--- config.mk ---
export PLATFORM = sky130hd
export DESIGN_NAME = mwam_front
export DESIGN_NICKNAME = d
export VERILOG_FILES = /design/src/hdl/mwam_pkg.sv /design/src/hdl/mwam_front.sv
export SDC_FILE = /design/constraint.sdc
export NUM_CORES = 2
export LEC_CHECK = 0
export BUFFER_PORTS_ARGS = -buffer_cell sky130_fd_sc_hd__buf_4
export CORE_MARGIN = 5
export CORE_UTILIZATION = 65
export DETAILED_ROUTE_END_ITERATION = 16
export GPL_TIMING_DRIVEN = 0
export PLACE_DENSITY_LB_ADDON = 0.05
export SLEW_MARGIN = 20
export SYNTH_ARGS = -nofsm -noshare
export SYNTH_HDL_FRONTEND = slang
export SYNTH_SLANG_ARGS = --single-unit
--- constraint.sdc ---
create_clock -name clk -period 1.1 [get_ports clk]
set_clock_uncertainty 0.15 [all_clocks]
set_input_delay 0.165 -clock clk [delete_from_list [all_inputs] [get_ports clk]]
set_output_delay 0.165 -clock clk [all_outputs]
set_load 0.01 [all_outputs]
--- src/hdl/mwam_pkg.sv ---
// package for the mix word add / multiply / divide unit
// word widths, operation codes and the pipeline word type; no dependencies
`timescale 1ns / 1ps
package mwam_pkg;
	localparam int MAG_BITS            = 30;
	localparam int WORD_BITS           = MAG_BITS + 1;
	localparam int DIV_STEPS_PER_STAGE = 2;
	localparam int DIV_STAGES          = MAG_BITS / DIV_STEPS_PER_STAGE;

	typedef enum logic [1:0] {
		KIND_ADD = 2'd0,
		KIND_MUL = 2'd1,
		KIND_DIV = 2'd2,
		KIND_NOP = 2'd3
	} kind_t;

	typedef logic [WORD_BITS-1:0] word_t;
	typedef logic [MAG_BITS-1:0]  mag_t;

	// one word in flight: finished words for add/mul, divider state otherwise
	typedef struct packed {
		logic  is_div;
		logic  ovf;
		word_t wa;
		word_t wx;
		mag_t  md;
		mag_t  r;
		mag_t  q;
		logic  sq;
		logic  sr;
	} pipe_t;
endpackage

--- src/hdl/mwam_front.sv ---
// first pipeline stage: operand decode, add, multiply, divide range check
// depends on mwam_pkg
`timescale 1ns / 1ps
module mwam_front (
	input  logic             clk,
	input  logic             arst_n,
	input  logic             en,
	input  logic             in_v,
	input  mwam_pkg::kind_t  kind,
	input  mwam_pkg::word_t  operand_a,
	input  mwam_pkg::word_t  operand_x,
	input  mwam_pkg::word_t  operand_v,
	output logic             v_s1,
	output mwam_pkg::pipe_t  p_s1
);
	import mwam_pkg::*;

	logic                  sa, sv;
	mag_t                  ma, mv, mx;
	logic [MAG_BITS:0]     sum;
	logic [2*MAG_BITS-1:0] prod;
	pipe_t                 nxt;

	always_comb begin
		sa   = operand_a[MAG_BITS];
		sv   = operand_v[MAG_BITS];
		ma   = operand_a[MAG_BITS-1:0];
		mv   = operand_v[MAG_BITS-1:0];
		mx   = operand_x[MAG_BITS-1:0];
		sum  = {1'b0, ma} + {1'b0, mv};
		prod = ma * mv;
		nxt  = '0;
		case (kind)
			KIND_ADD: begin
				if (sa == sv) begin
					if (sum[MAG_BITS]) begin
						nxt.wa  = {sa, sum[MAG_BITS-1:0]};
						nxt.wx  = {sa, mag_t'(1)};
						nxt.ovf = 1'b1;
					end else if (sum != '0) begin
						nxt.wa = {sa, sum[MAG_BITS-1:0]};
					end
				end else if (ma < mv) begin
					nxt.wa = {sv, mag_t'(mv - ma)};
				end else begin
					nxt.wa = {sa, mag_t'(ma - mv)};
				end
			end
			KIND_MUL: begin
				nxt.wa = {sa ^ sv, prod[2*MAG_BITS-1:MAG_BITS]};
				nxt.wx = {sa ^ sv, prod[MAG_BITS-1:0]};
			end
			KIND_DIV: begin
				if (mv == '0 || mv <= ma) begin
					nxt.ovf = 1'b1;
				end else begin
					nxt.is_div = 1'b1;
					nxt.md     = mv;
					nxt.r      = ma;
					nxt.q      = mx;
					nxt.sq     = sa ^ sv;
					nxt.sr     = sa;
				end
			end
			default: nxt = '0;
		endcase
	end

	always_ff @(posedge clk or negedge arst_n) begin
		if (!arst_n) begin
			v_s1 <= 1'b0;
		end else if (en) begin
			v_s1 <= in_v;
		end
	end

	always_ff @(posedge clk) begin
		if (en && in_v) begin
			p_s1 <= nxt;
		end
	end
endmodule

==> summary.txt, run 1 <==
Outcome
  • Result of the run: did not finish
  • Halt point of the flow: global routing
  • First error: [ERROR GRT-0116] Global routing finished with congestion. Check the congestion regions in the DRC Viewer.

Synthesis
  • Sequential area share after synthesis: 11.8%
  • Combined area of all synthesized cells: 40000 um2
  • Mapped Avg Cell Area: 8.82 um2
  • Synth Warn #: 0
  • Yosys cell types: 91
  • Primary flip-flop cell chosen by synthesis mapping: sky130_fd_sc_hd__edfxtp_1
  • Synthesized instance count: 4532
  • Synthesized flop and latch total: 157
  • Syn Nets: 5752
  • EDFF count, synth: 156
  • Post-synth ARST share: 0.637%

Placement
  • Setup slack after placement: -8.00 ns
  • DP HPWL: 145000 um
  • Total of buffers placed on input and output ports: 252
  • Area post-placement: 45200 um2
  • Final weighted congestion in routability-driven placement: 1.14
  • Placed Instances: 5568

Clock network
  • Sinks on Clock Net: 157
  • Buffers from clock root to sink, at most: 2
  • Clock buffers created by TritonCTS: 17
  • Clk Tree Root Cell: sky130_fd_sc_hd__clkbuf_16
  • H-Tree Depth: 4

Global routing
  • Largest net degree at the start of global routing: 58
  • Global-route wire length before repair: 353000 um
  • Overall Global Routing Usage: 73.7%
  • Via count of the first global-routing pass: 49200
  • Residual overflow from global routing: 96

Floorplan
  • Vert. Die Dim: 258 um
  • Effective utilization at floorplan: 66.0%
  • Die W: 258 um
  • Standard-cell rows: 90
  • I/O pin count: 256
[per-layer routing]
| layer | GRT overflow | GRT usage [%] |
|---|---|---|
| met1 | 4 | 73.6 |
| met2 | 43 | 88.9 |
| met3 | 2 | 62.2 |
| met4 | 47 | 69.4 |
| met5 | 0 | 33.3 |
[repair_timing]
action / CTS
pin swaps: 196
setup endpoints to repair: 422
gates resized for setup: 658
hold buffers: 46
gates cloned: 2
hold endpoints to repair: 44
buffers inserted: 216
[per-stage QoR]
step           TNS, ns  hold WS, ns
4_1_cts        -609.84      0.00363
3_5_place_dp   -772.89       -0.203
2_1_floorplan  -608.02       -0.281
3_3_place_gp   -859.70       -0.210
[synth_stat cells (25+ instances only)]
| cell | instances | area share [%] |
|---|---|---|
| sky130_fd_sc_hd__inv_1 | 909 | 8.5 |
| sky130_fd_sc_hd__fa_1 | 783 | 39 |
| sky130_fd_sc_hd__nor2_1 | 642 | 6.0 |
| sky130_fd_sc_hd__nand2_1 | 470 | 4.4 |
| sky130_fd_sc_hd__ha_1 | 338 | 11 |
| sky130_fd_sc_hd__clkbuf_1 | 188 | 1.8 |
| sky130_fd_sc_hd__a21oi_1 | 161 | 2.0 |
| sky130_fd_sc_hd__edfxtp_1 | 156 | 12 |
| sky130_fd_sc_hd__and3_1 | 104 | 1.6 |
| sky130_fd_sc_hd__o21ai_0 | 87 | 1.1 |
| sky130_fd_sc_hd__xnor2_1 | 65 | 1.4 |
| sky130_fd_sc_hd__a21o_1 | 43 | 0.81 |
| sky130_fd_sc_hd__buf_1 | 38 | 0.36 |
| sky130_fd_sc_hd__nand3_1 | 33 | 0.41 |
| sky130_fd_sc_hd__xor2_1 | 30 | 0.66 |
| sky130_fd_sc_hd__nand4_1 | 29 | 0.45 |
| sky130_fd_sc_hd__o21bai_1 | 28 | 0.53 |
| sky130_fd_sc_hd__mux2i_1 | 25 | 0.63 |
| sky130_fd_sc_hd__nor3_1 | 25 | 0.31 |
[logic make-up after synthesis]
family          after synthesis  synth area share (%)
simple gates               1403                  15.1
fa+ha+maj                  1121                  49.8
xor+xnor                     95                  2.08
compound gates              532                  8.85
mux                          38                 0.993
buf+inv                    1186                  11.4
flops                       157                  11.8
==> run 2: changes to the inputs <==
--- a/config.mk
+++ b/config.mk
@@ -7,10 +7,10 @@
 export LEC_CHECK = 0
 export BUFFER_PORTS_ARGS = -buffer_cell sky130_fd_sc_hd__buf_4
 export CORE_MARGIN = 5
-export CORE_UTILIZATION = 65
+export CORE_UTILIZATION = 40
 export DETAILED_ROUTE_END_ITERATION = 16
 export GPL_TIMING_DRIVEN = 0
-export PLACE_DENSITY_LB_ADDON = 0.05
+export PLACE_DENSITY_LB_ADDON = 0.15
 export SLEW_MARGIN = 20
 export SYNTH_ARGS = -nofsm -noshare
 export SYNTH_HDL_FRONTEND = slang
==> run 2 against run 1 <==
Compared with the run above: the flow now finishes, with violations (setup timing); area after synthesis unchanged; synthesized cell count unchanged.
==> summary.txt, run 2 <==
Outcome
  • Result of the run: complete, but fails checks (was did not finish)
  • Violations in the final reports: setup timing

Drt
  • Violation count after the first detailed-routing iteration: 3317
  • Drt pass-1 iters: 6
  • Antenna-violating nets left: 0
  • Met2 Routed Length: 86700 um
  • Top routing layer used: met5
  • Sum of routed wire segments on met1: 75900 um
  • Metal3 WL: 20600 um
  • Via density per instance: 5.71
  • Via count: 37000
  • Drt drc: 0
  • Total Routed Length: 200000 um
  • Detail-routed net length per standard cell: 30.9 um

Floorplan
  • I/O pin count: 256 (unchanged)
  • Core area: 99600 um2
  • Die outline area: 106000 um2
  • Standard-cell rows: 116 (was 90)
  • Vert. Die Dim: 326 um (was 258 um)
  • Die W: 326 um (was 258 um)
  • Effective utilization at floorplan: 40.1% (was 66.0%)

Cells and area
  • Filler Cells Inserted: 9032
  • Most common cell after layout, fill and taps aside: sky130_fd_sc_hd__inv_1
  • Leading cell types in the layout, fill and taps excluded: 823 x sky130_fd_sc_hd__inv_1, 718 x sky130_fd_sc_hd__fa_1, 505 x sky130_fd_sc_hd__nor2_1
  • Register containing the most flip-flops in the final layout: p_s1
  • Fraction of final layout cells sized beyond drive strength 1: 27.1%
  • Biggest regs: p_s1: 156 flops, v_s1: 1 flops
  • # nets final: 6366
  • P&R area growth vs syn: 35.0%
  • Number of flip-flops under the largest register name: 156

Synthesis
  • Primary flip-flop cell chosen by synthesis mapping: sky130_fd_sc_hd__edfxtp_1 (unchanged)
  • Synthesized instance count: 4532 (unchanged)
  • Most numerous cell in the Yosys netlist: sky130_fd_sc_hd__inv_1 (unchanged)
  • Synthesized flop and latch total: 157 (unchanged)
  • Most numerous cell types in the synthesized netlist: 909 x sky130_fd_sc_hd__inv_1, 783 x sky130_fd_sc_hd__fa_1, 642 x sky130_fd_sc_hd__nor2_1, 470 x sky130_fd_sc_hd__nand2_1, 338 x sky130_fd_sc_hd__ha_1 (unchanged)
  • Mapped Avg Cell Area: 8.82 um2 (unchanged)
  • Synth Warn #: 0 (unchanged)
  • Ranking of synthesized cells by area: sky130_fd_sc_hd__fa_1 39%, sky130_fd_sc_hd__edfxtp_1 12%, sky130_fd_sc_hd__ha_1 11%, sky130_fd_sc_hd__inv_1 8.5%, sky130_fd_sc_hd__nor2_1 6.0% (unchanged)
  • Area leader, netlist: sky130_fd_sc_hd__fa_1 (unchanged)
  • Syn Nets: 5752 (unchanged)
  • Sequential area share after synthesis: 11.8% (unchanged)
  • Area share of the largest cell type after synthesis: 39.2% (unchanged)
  • Yosys cell types: 91 (unchanged)
  • Post-synth ARST share: 0.637% (unchanged)
  • Combined area of all synthesized cells: 40000 um2 (unchanged)
  • EDFF count, synth: 156 (unchanged)

Timing
  • Finish-stage setup viols: 416
  • Slew headroom: 29.5%
  • Unrepaired setup endpoints after global routing: true
  • Slew at the pin closest to its max-slew limit: 1.06 ns
  • Fin. max-slew vios: 0
  • Peak Freq: 0.131 GHz
  • Period Utilization, post-route: 694%
  • Setup ws final: -6.53 ns
  • Final critical path time including I/O delays and setup: 7.63 ns
  • Final Hold Viols: 0

Clock network
  • Clock slew at the register clock pins of the worst setup and hold paths: 0.08 ns
  • Clk Tree Root Cell: sky130_fd_sc_hd__clkbuf_16 (unchanged)
  • TritonCTS clock tree: done
  • Sinks on Clock Net: 157 (unchanged)
  • Clock insertion delay at the later pin of the skew report: 0.47 ns
  • Buffers from clock root to sink, at most: 2 (unchanged)
  • H-Tree Depth: 4 (unchanged)
  • Clock buffers created by TritonCTS: 17 (unchanged)

Setup path
  • Depth of the worst register-to-register path: 1
  • Longest individual stage delay on the worst path: 0.60 ns
  • Flop2flop setup slack: 0.21 ns
  • Worst flop-to-flop path startpoint: v_s1
  • Master of the slowest instance on the critical path: sky130_fd_sc_hd__fa_2
  • Setup crit end kind: flip-flop
  • Required time of the critical path: 1.18 ns
  • Critical Path Source Type: input pin
  • Type of the worst setup path: input pin to flip-flop
  • Endpoint of the worst-slack reg-to-reg timing path: v_s1
  • Critical path fanouts, max: 10
  • CP Data Arrival Time: 7.71 ns

Placement
  • Setup slack after placement: -8.30 ns (was -8.00 ns)
  • DP HPWL: 156000 um (was 145000 um)
  • Total of buffers placed on input and output ports: 252 (unchanged)
  • Final weighted congestion in routability-driven placement: 1.03 (was 1.14)

Global routing
  • Initial antenna violation count: 13
  • Largest net degree at the start of global routing: 55
  • Overall Global Routing Usage: 37.2%
  • Via count of the first global-routing pass: 38400
  • Residual overflow from global routing: 0
  • Global-route wire length before repair: 282000 um

Min path
  • Tightest Hold Check Type: input pin to flip-flop
  • Hold path start: operand_a[28]
  • Cell count of the worst hold path: 2
  • Hold Path Sink: p_s1[60]

Run
  • Number of max-capacitance violations reported: 0
-- run 2: cell counts after synthesis --
Identical to the previous run, type by type.
-- run 2: worst max-delay path by stage --
stage	start	endpoint	slack, ns	depth (start not counted)
after detailed placement	operand_a[19]	p_s1[150]	-8.30	28
after CTS	operand_v[18]	p_s1[152]	-6.47	30
final	operand_a[11]	p_s1[150]	-6.53	25
after global routing	operand_a[11]	p_s1[150]	-6.59	28
after floorplan	operand_v[18]	p_s1[142]	-6.08	27
after global placement	operand_a[28]	p_s1[150]	-8.57	26
-- run 2: kinds of logic after synthesis --
family | Yosys count | share of synthesized area (%)
AOI/OAI and AO/OA | 532 | 8.85
buffers and inverters | 1186 | 11.4
DFF | 157 | 11.8
adders and majority gates | 1121 | 49.8
muxes | 38 | 0.993
and+or+nand+nor | 1403 | 15.1
xor gates and xnor gates | 95 | 2.08
-- run 2: final cells by class --
cell class                 instances  area [um2]  area share [%]
sequential                       157        4710            8.73
tap                             1298        1620            3.01
inverter                         931        4060            7.53
clock inverter                    14         111           0.206
buffer                           239        3540            6.56
multi-input combinational       3189       33900            62.8
timing repair buffer             611        5570            10.3
clock buffer                      17         425           0.788
antenna                           12        30.0          0.0556
-- run 2: worst max-delay path: cells and delay by family --
family,cells,cell delay (ns)
xor gates and xnor gates,1,0.35
AOI/OAI and AO/OA,4,0.96
and+or+nand+nor,6,1.11
adders and majority gates,9,4.37
buffers and inverters,5,0.68
-- run 2: per-stage QoR --
| stage | setup TNS (ns) | cell area (um2) | hold slack, ns | utilization [%] | cells |
|---|---|---|---|---|---|
| after floorplan | -608.02 | 42300 | -0.281 | - | 4532 |
| after global placement | -981.93 | 45800 | -0.208 | 46.0 | 6082 |
| after detailed placement | -855.22 | 45900 | -0.209 | 46.1 | 6084 |
| after CTS | -613.32 | 52300 | 0.0139 | 52.6 | 6379 |
| after global routing | -634.80 | 53900 | 0.0103 | 54.2 | 6457 |
| final | -614.93 | 54000 | 0.0434 | 54.2 | 6468 |
-- run 2: timing repair --
action                                  CTS  global route
endpoints found under the setup margin  416           416
pin swaps                               186           179
buffers inserted                        226            88
endpoints found under the hold margin    52             0
hold buffers                             55             0
gates resized for setup                 776           236
gates cloned                              4             0
-- run 2: routing by layer --
| layer | global-route usage, % | vias up |
|---|---|---|
| met1 | 46.4 | 18800 |
| met3 | 10.5 | 664 |
| met4 | 23.8 | 14 |
| li1 | - | 15300 |
| met5 | 0 | - |
| met2 | 56.9 | 2129 |
Power of run 2 is left out: the tool's default activity adds up to more than one toggle a clock period on the data nets, which glitch-free logic cannot reach.
