File: config.mk
export PLATFORM = sky130hd
export DESIGN_NAME = mwam_div_stage
export DESIGN_NICKNAME = d
export VERILOG_FILES = /design/src/hdl/mwam_pkg.sv /design/src/hdl/mwam_div_stage.sv
export SDC_FILE = /design/constraint.sdc
export NUM_CORES = 1
export LEC_CHECK = 0
export BUFFER_PORTS_ARGS = -buffer_cell sky130_fd_sc_hd__buf_2
export CAP_MARGIN = 10
export CELL_PAD_IN_SITES_DETAIL_PLACEMENT = 2
export CELL_PAD_IN_SITES_GLOBAL_PLACEMENT = 2
export CORE_MARGIN = 10
export CORE_UTILIZATION = 35
export DETAILED_ROUTE_END_ITERATION = 6
export PLACE_DENSITY = 0.95
export SYNTH_ARGS = -nofsm -noshare
export SYNTH_HDL_FRONTEND = slang
export SYNTH_SLANG_ARGS = --single-unit
File: constraint.sdc
create_clock -name clk -period 1.8 [get_ports clk]
set_input_delay 0.09 -clock clk [delete_from_list [all_inputs] [get_ports clk]]
set_output_delay 0.09 -clock clk [all_outputs]
set_load 0.02 [all_outputs]
File: src/hdl/mwam_pkg.sv
// package for the mix word add / multiply / divide unit
// word widths, operation codes and the pipeline word type; no dependencies
`timescale 1ns / 1ps
package mwam_pkg;
	localparam int MAG_BITS            = 30;
	localparam int WORD_BITS           = MAG_BITS + 1;
	localparam int DIV_STEPS_PER_STAGE = 2;
	localparam int DIV_STAGES          = MAG_BITS / DIV_STEPS_PER_STAGE;

	typedef enum logic [1:0] {
		KIND_ADD = 2'd0,
		KIND_MUL = 2'd1,
		KIND_DIV = 2'd2,
		KIND_NOP = 2'd3
	} kind_t;

	typedef logic [WORD_BITS-1:0] word_t;
	typedef logic [MAG_BITS-1:0]  mag_t;

	// one word in flight: finished words for add/mul, divider state otherwise
	typedef struct packed {
		logic  is_div;
		logic  ovf;
		word_t wa;
		word_t wx;
		mag_t  md;
		mag_t  r;
		mag_t  q;
		logic  sq;
		logic  sr;
	} pipe_t;
endpackage

File: src/hdl/mwam_div_stage.sv
// one divider pipeline stage: DIV_STEPS_PER_STAGE restoring shift-subtract steps
// depends on mwam_pkg
`timescale 1ns / 1ps
module mwam_div_stage (
	input  logic            clk,
	input  logic            arst_n,
	input  logic            en,
	input  logic            in_v,
	input  mwam_pkg::pipe_t in_p,
	output logic            v_q,
	output mwam_pkg::pipe_t p_q
);
	import mwam_pkg::*;

	pipe_t             nxt;
	logic [MAG_BITS:0] r2;

	always_comb begin
		nxt = in_p;
		r2  = '0;
		for (int i = 0; i < DIV_STEPS_PER_STAGE; i++) begin
			r2    = {nxt.r, nxt.q[MAG_BITS-1]};
			nxt.q = {nxt.q[MAG_BITS-2:0], 1'b0};
			if ({1'b0, nxt.md} <= r2) begin
				r2       = r2 - {1'b0, nxt.md};
				nxt.q[0] = 1'b1;
			end
			nxt.r = r2[MAG_BITS-1:0];
		end
		if (!in_p.is_div) begin
			nxt = in_p;
		end
	end

	always_ff @(posedge clk or negedge arst_n) begin
		if (!arst_n) begin
			v_q <= 1'b0;
		end else if (en) begin
			v_q <= in_v;
		end
	end

	always_ff @(posedge clk) begin
		if (en && in_v) begin
			p_q <= nxt;
		end
	end
endmodule

==> results of run 1 <==
cells by family after synthesis:
group                    Yosys count  synth area share
multiplexers                      33            0.0324
AO/OA/AOI/OAI                    322             0.192
adder cells (fa/ha/maj)          113             0.126
flip-flops                       157             0.416
XOR/XNOR                          42            0.0325
buffers and inverters            169            0.0596
AND/OR/NAND/NOR                  313             0.141
through the flow:
step / area (sq um) / std cells
detailed placement: 16700 / 2195
floorplan: 12000 / 1149
global placement: 16700 / 2195
synthesized netlist by cell type (all sizes together), types with 9 or more instances:
master	n	area share
clkbuf	40	0.013
buf	19	0.0098
a21oi	100	0.045
a31oi	14	0.0077
o211ai	18	0.012
nand4	23	0.016
o21ai	53	0.024
nor3	25	0.011
inv	110	0.036
a22oi	11	0.0073
o2111ai	18	0.014
nand2	71	0.024
xnor2	26	0.020
edfxtp	156	0.41
a211oi	13	0.0091
nor2	88	0.029
xor2	16	0.012
nand3	36	0.016
mux2	29	0.029
ha	111	0.12
o31ai	9	0.0072
o21a	11	0.0073
nor2b	10	0.0055
a21o	18	0.012
==> run_results.csv, run 1 <==
group,metric,value,unit
outcome,haltStage,"clock tree synthesis (4_1_cts)",
cts,cts_setup_buffers,37,
cts,cts_hold_buf,128,
cts,htreeDepth,4,
placement,place_hpwl,58.4,mm
cts,clk_path_buf_depth,2,
placement,io_buffer_count,316,
floorplanning,start_util,0.357,
outcome,stop_error,"[ERROR DPL-0033] detailed placement checks failed during check placement.",
synthesis,postSynthCellCount,1149,
synthesis,synth.ff_latch_count,157,
synthesis,synth_nets,1422,
synthesis,yosysWarnings,0,
cts,cts-buffers-inserted,17,
synthesis,yosysUniqueCellTypes,84,
cts,cts.sinks,157,
floorplanning,die_h,200,um
placement,place_ws,-4.09,ns
synthesis,ys_seq_area_frac,0.416,
synthesis,synth-async-reset-ratio,0.00637,
cts,post_cts_resized,145,
synthesis,synthFlopType,"edfxtp_1",
synthesis,synth.cell_area,11300,sq um
synthesis,syn_avg_cell_area,9.85,sq um
placement,gp_congestion,0.987,
cts,cts-root-buf,"clkbuf_16",
outcome,status,"stopped before the end",
synthesis,synth_edf_count,156,
floorplanning,io_pins,317,
floorplanning,rows,65,
floorplanning,die_w,200,um
==> run 2, diff against run 1 <==
- CELL_PAD_IN_SITES_DETAIL_PLACEMENT: 2 -> default
- CELL_PAD_IN_SITES_GLOBAL_PLACEMENT: 2 -> default
- CORE_UTILIZATION: 35 -> 40
- PLACE_DENSITY: 0.95 -> default
- PLACE_DENSITY_LB_ADDON: default -> 0.15
==> run_results.csv, run 2 <==
group,metric,value,unit
cts,cts-root-buf,"clkbuf_16",
synthesis,synth_edf_count,156,
critical_path,r2r-end,"v_q",
placement,place_hpwl,36.9,mm
floorplanning,coreArea,27900,sq um
finish,final_cell_mix,"buf_4, buf_2, edfxtp_1",
critical_path,crit_end,"p_q[60]",
floorplanning,io_pins,317,
cts,clock_latency,0.44,ns
global_route,grt_pass1_vias,12600,
floorplanning,rows,61,
critical_path,critPathMaxFanout,5,
sta,slew_violations,0,
sta,fmax,227,MHz
synthesis,synth.area.top_cells,"edfxtp_1, ha_1, a21oi_1, inv_1, mux2_2",
synthesis,synthMuxAreaShare,0.0324,
floorplanning,die-area,35400,sq um
pwr,vdd_ir_drop_max,0.501,mV
synthesis,syn_avg_cell_area,9.85,sq um
detailed_routing,ant_nets,0,
global_route,grt_start_max_net_pins,82,
cts,htreeDepth,4,
placement,io_buffer_count,316,
synthesis,synth.most_common_cell,"edfxtp_1",
pwr,leakage,8.99,nW
synthesis,synth_nets,1422,
critical_path,crit_required,1.98,ns
synthesis,yosysWarnings,0,
sta,setup_slack,-2.61,ns
cts,cts.sinks,157,
synthesis,synth.ff_latch_count,157,
finish,design_area,20200,sq um
synthesis,synthSimpleGateAreaFrac,0.141,
critical_path,worstRegToRegCells,2,
sta,hold_viol_final,0,
global_route,track_usage,0.264,
global_route,gr-total-overflow,0,
outcome,status,"complete, but fails checks",
critical_path,worstSetupEndpointType,"flop",
critical_path,setup.worst_path.class,"input pin to flop",
synthesis,synthAdderAreaFrac,0.126,
finish,diodes,0,
critical_path,ff2ff_setup_slack,0.50,ns
placement,place_area,16700,sq um
sta,fin_crit_sh,2.45,
synthesis,synthFlopType,"edfxtp_1",
outcome,violations,"setup timing",
job,cap_violations,0,
sta,rsz0062_at_grt,"true",
finish,reg_top3,"p_q: 156 flops, v_q: 1 flops",
sta,worstMarginPinSlew,0.658,ns
floorplanning,die_w,188,um
cts,cts-buffers-inserted,17,
detailed_routing,drtIter0Drc,871,
floorplanning,start_util,0.406,
finish,final_common_cell,"buf_4",
finish,area_delta_synth_final,78.8,%
synthesis,yosysTopAreaCellShare,0.414,
sta,finalSetupViolCount,32,
synthesis,postSynthCellCount,1149,
cts,path_clk_slew,0.07,ns
synthesis,synth_top_family_by_area,"compound AO/OA/AOI/OAI gates",
sta,clock_skew,0,ns
critical_path,start_kind,"input pin",
finish,instances_no_fill,2396,
finish,largest-register,"p_q",
finish,largest_reg_flops,156,
placement,gp_congestion,0.936,
cts,clk_path_buf_depth,2,
cts,cts_tree,"built",
detailed_routing,first_pass_iters,6,
critical_path,worstPathArrival,4.59,ns
synthesis,ys_top_cells_by_count,"edfxtp_1, ha_1, inv_1, a21oi_1, nor2_1",
critical_path,crit_start,"in_p[36]",
global_route,grt_pass1_wl,73.3,mm
synthesis,synth_compound_area_frac,0.192,
detailed_routing,vias,12600,
synthesis,synthXorXnorAreaFrac,0.0325,
pwr,power_density,867,nW/um^2
finish,final_nets,2278,
synthesis,ys_seq_area_frac,0.416,
detailed_routing,drc_errors,0,
critical_path,r2r-start,"v_q",
sta,max-slew-margin-rel,0.556,
detailed_routing,vias_per_cell,5.27,
finish,drive_gt1_frac,0.518,
placement,placedCellCount,2176,
global_route,antenna_found_initial,0,
synthesis,yosysUniqueCellTypes,84,
synthesis,synth-async-reset-ratio,0.00637,
synthesis,synth.cell_area,11300,sq um
finish,fill_cells,1953,
synthesis,synth.largest_area_cell,"edfxtp_1",
detailed_routing,post_drt_wl_per_cell,20.8,um
sta,final.min_clock_period,4.41,ns
detailed_routing,routed_wl,49.9,mm
worst_hold_path,min_path_type,"input pin to flop",
floorplanning,die_h,188,um
run 2: layout make-up:
| cell class | instances | area [sq um] | share of cell area |
|---|---|---|---|
| sequential | 157 | 4710 | 0.233 |
| tap | 378 | 473 | 0.0234 |
| clock buffer | 18 | 429 | 0.0212 |
| multi-input combinational | 826 | 7350 | 0.363 |
| timing repair buffer | 893 | 6660 | 0.329 |
| clock inverter | 14 | 171 | 0.00847 |
| inverter | 110 | 448 | 0.0221 |
run 2: per-layer routing:
metal | share of wire | GRT usage | routed length [um]
met1 | 0.41 | 0.316 | 20300
met2 | 0.49 | 0.461 | 24600
met3 | 0.066 | 0.0480 | 3280
met4 | 0.034 | 0.0963 | 1720
met5 | 0 | 0 | 0
run 2: cells by family after synthesis:
family / count (synthesis)
AOI/OAI and AO/OA: 322
and+or+nand+nor: 313
buffers and inverters: 169
DFF: 157
adders and majority gates: 113
xor gates and xnor gates: 42
muxes: 33
run 2: worst max-delay path, stage by stage:
cell and delay, ns:
buf_6 0.10, inv_4 0.04, ha_4 0.25, nand4_1 0.12, buf_4 0.17, nor4_4 0.21, buf_6 0.16, and2b_2 0.24
o21a_1 0.15, nor2_4 0.16, buf_12 0.15, buf_8 0.12, nor2_4 0.03, a21oi_2 0.13, ha_1 0.26, or4_1 0.52
o211ai_1 0.12, a21oi_2 0.08, a221o_1 0.37, o21ai_2 0.21, o21ai_4 0.13, a211o_1 0.32, xor2_1 0.16, a22oi_1 0.15
nand3_1 0.10
run 2: through the flow:
step | worst slack, ns | setup TNS, ns | power, mW | utilization | hold WS [ns]
after floorplan | -2.60 | -78.52 | 8.74 | - | -0.206
after global placement | -3.26 | -100.15 | 11.9 | 0.599 | -0.135
after detailed placement | -3.39 | -104.04 | 12.0 | 0.599 | -0.131
after CTS | -2.63 | -78.88 | 16.8 | 0.696 | 0.00519
after global routing | -2.73 | -82.66 | 18.4 | 0.727 | 0.0359
final | -2.61 | -77.12 | 17.6 | 0.727 | 0.0263
run 2: timing repair:
action	CTS	global route
hold buffers	134	1
cloned	4	4
endpoints found under the hold margin	124	1
endpoints found under the setup margin	32	32
gates resized for setup	121	127
pin swaps	76	84
setup buffers	19	30
run 2: how the worst min path moves through the flow:
stage               startpoint      end  slack, ns  cells after the start
global route          in_p[71]  p_q[71]       0.04                      2
finish                in_p[71]  p_q[71]       0.03                      2
CTS                   in_p[18]  p_q[20]      0.005                      2
floorplan               arst_n      v_q      -0.21                      0
detailed placement      arst_n      v_q      -0.13                      1
global placement        arst_n      v_q      -0.13                      1
run 2: power breakdown:
| group | switching (mW) | internal [mW] |
|---|---|---|
| Sequential | 0.113 | 4.44 |
| Combinational | 4.80 | 4.39 |
| Clock | 1.71 | 2.11 |
| Total | 6.61 | 10.9 |
(Power assumes the default switching activity.)
==> run 3, diff against run 2 <==
- SETUP_SLACK_MARGIN: default -> 0.5
==> run_results.csv, run 3 (same netlist as run 2, synthesis figures left out) <==
group,metric,value,unit
sta,finalSetupViolCount,32,
sta,hold_viol_final,1,
floorplanning,die_w,188,um
placement,io_buffer_count,316,
global_route,antenna_found_initial,1,
finish,final_common_cell,"buf_4",
detailed_routing,drc_errors,0,
floorplanning,die_h,188,um
pwr,switchingPower,6.64,mW
cts,htreeDepth,4,
sta,setup_tns,-80.69,ns
pwr,combPwrFrac,0.516,
cts,path_clk_slew,0.08,ns
finish,drive_gt1_frac,0.509,
cts,clock_latency,0.44,ns
pwr,p_clk_frac,0.224,
placement,place_hpwl,36.7,mm
critical_path,critPathMaxFanout,4,
floorplanning,start_util,0.406,
pwr,pwr-share-seq,0.261,
worst_hold_path,hold_start,"in_p[71]",
cts,cts.sinks,157,
finish,instances_no_fill,2384,
sta,clock_skew,0,ns
sta,max-slew-margin-rel,0.555,
floorplanning,rows,61,
placement,gp_congestion,0.931,
global_route,grt_pass1_vias,12700,
global_route,gr-total-overflow,0,
worst_hold_path,hold_end,"p_q[71]",
sta,final.min_clock_period,4.54,ns
cts,cts-buffers-inserted,17,
finish,reg_top3,"p_q: 156 flops, v_q: 1 flops",
pwr,power_density,878,nW/um^2
cts,cts_tree,"built",
floorplanning,die-area,35400,sq um
critical_path,worstRegToRegCells,1,
sta,fmax,220,MHz
sta,whs,-0.00534,ns
floorplanning,coreArea,27900,sq um
critical_path,start_kind,"input pin",
job,cap_violations,0,
detailed_routing,vias_per_cell,5.28,
finish,fill_cells,2036,
critical_path,r2r-start,"v_q",
placement,place_ws,-3.36,ns
placement,placedCellCount,2182,
global_route,track_usage,0.266,
finish,diodes,0,
sta,worstMarginPinSlew,0.659,ns
global_route,grt_start_max_net_pins,82,
floorplanning,io_pins,317,
critical_path,worstSetupEndpointType,"flop",
critical_path,crit_start,"in_p[31]",
finish,final_nets,2266,
finish,fin_util,0.715,
worst_hold_path,min_path_type,"input pin to flop",
pwr,leakage,8.87,nW
detailed_routing,first_pass_iters,6,
detailed_routing,vias,12600,
detailed_routing,ant_nets,0,
pwr,cell_internal_pwr,10.8,mW
sta,slew_violations,0,
finish,largest_reg_flops,156,
cts,clk_path_buf_depth,2,
critical_path,ff2ff_setup_slack,1.04,ns
detailed_routing,routed_wl,49.8,mm
detailed_routing,drtIter0Drc,918,
sta,fin_crit_sh,2.52,
sta,setup_slack,-2.74,ns
detailed_routing,post_drt_wl_per_cell,20.9,um
outcome,violations,"hold timing, setup timing",
finish,final_cell_mix,"buf_4, buf_2, edfxtp_1",
cts,cts-root-buf,"clkbuf_16",
worst_hold_path,holdPathStages,2,
sta,rsz0062_at_grt,"true",
critical_path,worstPathArrival,4.70,ns
critical_path,crit_required,1.96,ns
outcome,status,"complete, but fails checks",
global_route,grt_pass1_wl,73.5,mm
pwr,vdd_ir_drop_max,0.823,mV
pwr,swShare,0.380,
finish,largest-register,"p_q",
finish,area_delta_synth_final,75.9,%
critical_path,r2r-end,"v_q",
critical_path,setup.worst_path.class,"input pin to flop",
## run 3: worst max path at each step
stage                          to  cells after the start
final                     p_q[59]                     23
after global routing      p_q[32]                     26
after CTS                 p_q[59]                     23
after detailed placement  p_q[32]                     23
after global placement    p_q[55]                     25
after floorplan           p_q[51]                     26
## run 3: timing repair
action | CTS | global route
pin swaps | 76 | 51
endpoints found under the setup margin | 32 | 144
hold endpoints to repair | 124 | 0
setup buffers | 23 | 19
hold buffers | 124 | 0
gates resized for setup | 123 | 81
gates cloned | 3 | 1
## run 3: power groups by stage
stage               logic [mW]  clock network [mW]  registers (mW)
finish                    9.02                3.91            4.56
global route              9.66                4.09            4.57
CTS                       8.36                3.92            4.54
detailed placement        7.37                   0            4.62
global placement          7.28                   0            4.62
floorplan                 3.74                   0            5.00
## run 3: worst max-delay path: stages
cell and delay, ns:
buf_12 0.11, inv_12 0.04, ha_4 0.13, inv_2 0.04, fa_2 0.37, a21o_1 0.21
a2111oi_4 0.38, a211oi_2 0.18, buf_4 0.16, o21ai_1 0.10, or3b_1 0.37, a31o_4 0.25
ha_4 0.28, nand4_1 0.14, buf_4 0.19, or3_4 0.37, nor4_4 0.32, o31ai_4 0.15
and2_4 0.20, a211oi_4 0.24, nor2_1 0.09, a21oi_2 0.19, o211ai_1 0.11
## run 3: area by class of cell
class	count	area, sq um	area share
Clock inverter	14	175	0.00880
Sequential cell	157	4710	0.237
Inverter	110	445	0.0224
Clock buffer	18	439	0.0221
Timing Repair Buffer	880	6420	0.323
Tap cell	378	473	0.0238
Multi-Input combinational cell	827	7250	0.364
## run 3: layer usage
| metal | global-route usage | wire length, um | vias to the layer above |
|---|---|---|---|
| li1 | - | - | 5956 |
| met1 | 0.315 | 19400 | 5954 |
| met2 | 0.450 | 24600 | 571 |
| met3 | 0.0643 | 3960 | 102 |
| met4 | 0.114 | 1890 | 2 |
| met5 | 0 | 13 | - |
## run 3: through the flow
step | area (sq um) | hold slack, ns | power [mW]
detailed placement | 16700 | -0.129 | 12.0
global route | 19900 | 0.00235 | 18.3
floorplan | 12000 | -0.206 | 8.74
finish | 19900 | -0.00534 | 17.5
CTS | 19400 | 0.00426 | 16.8
global placement | 16700 | -0.135 | 11.9
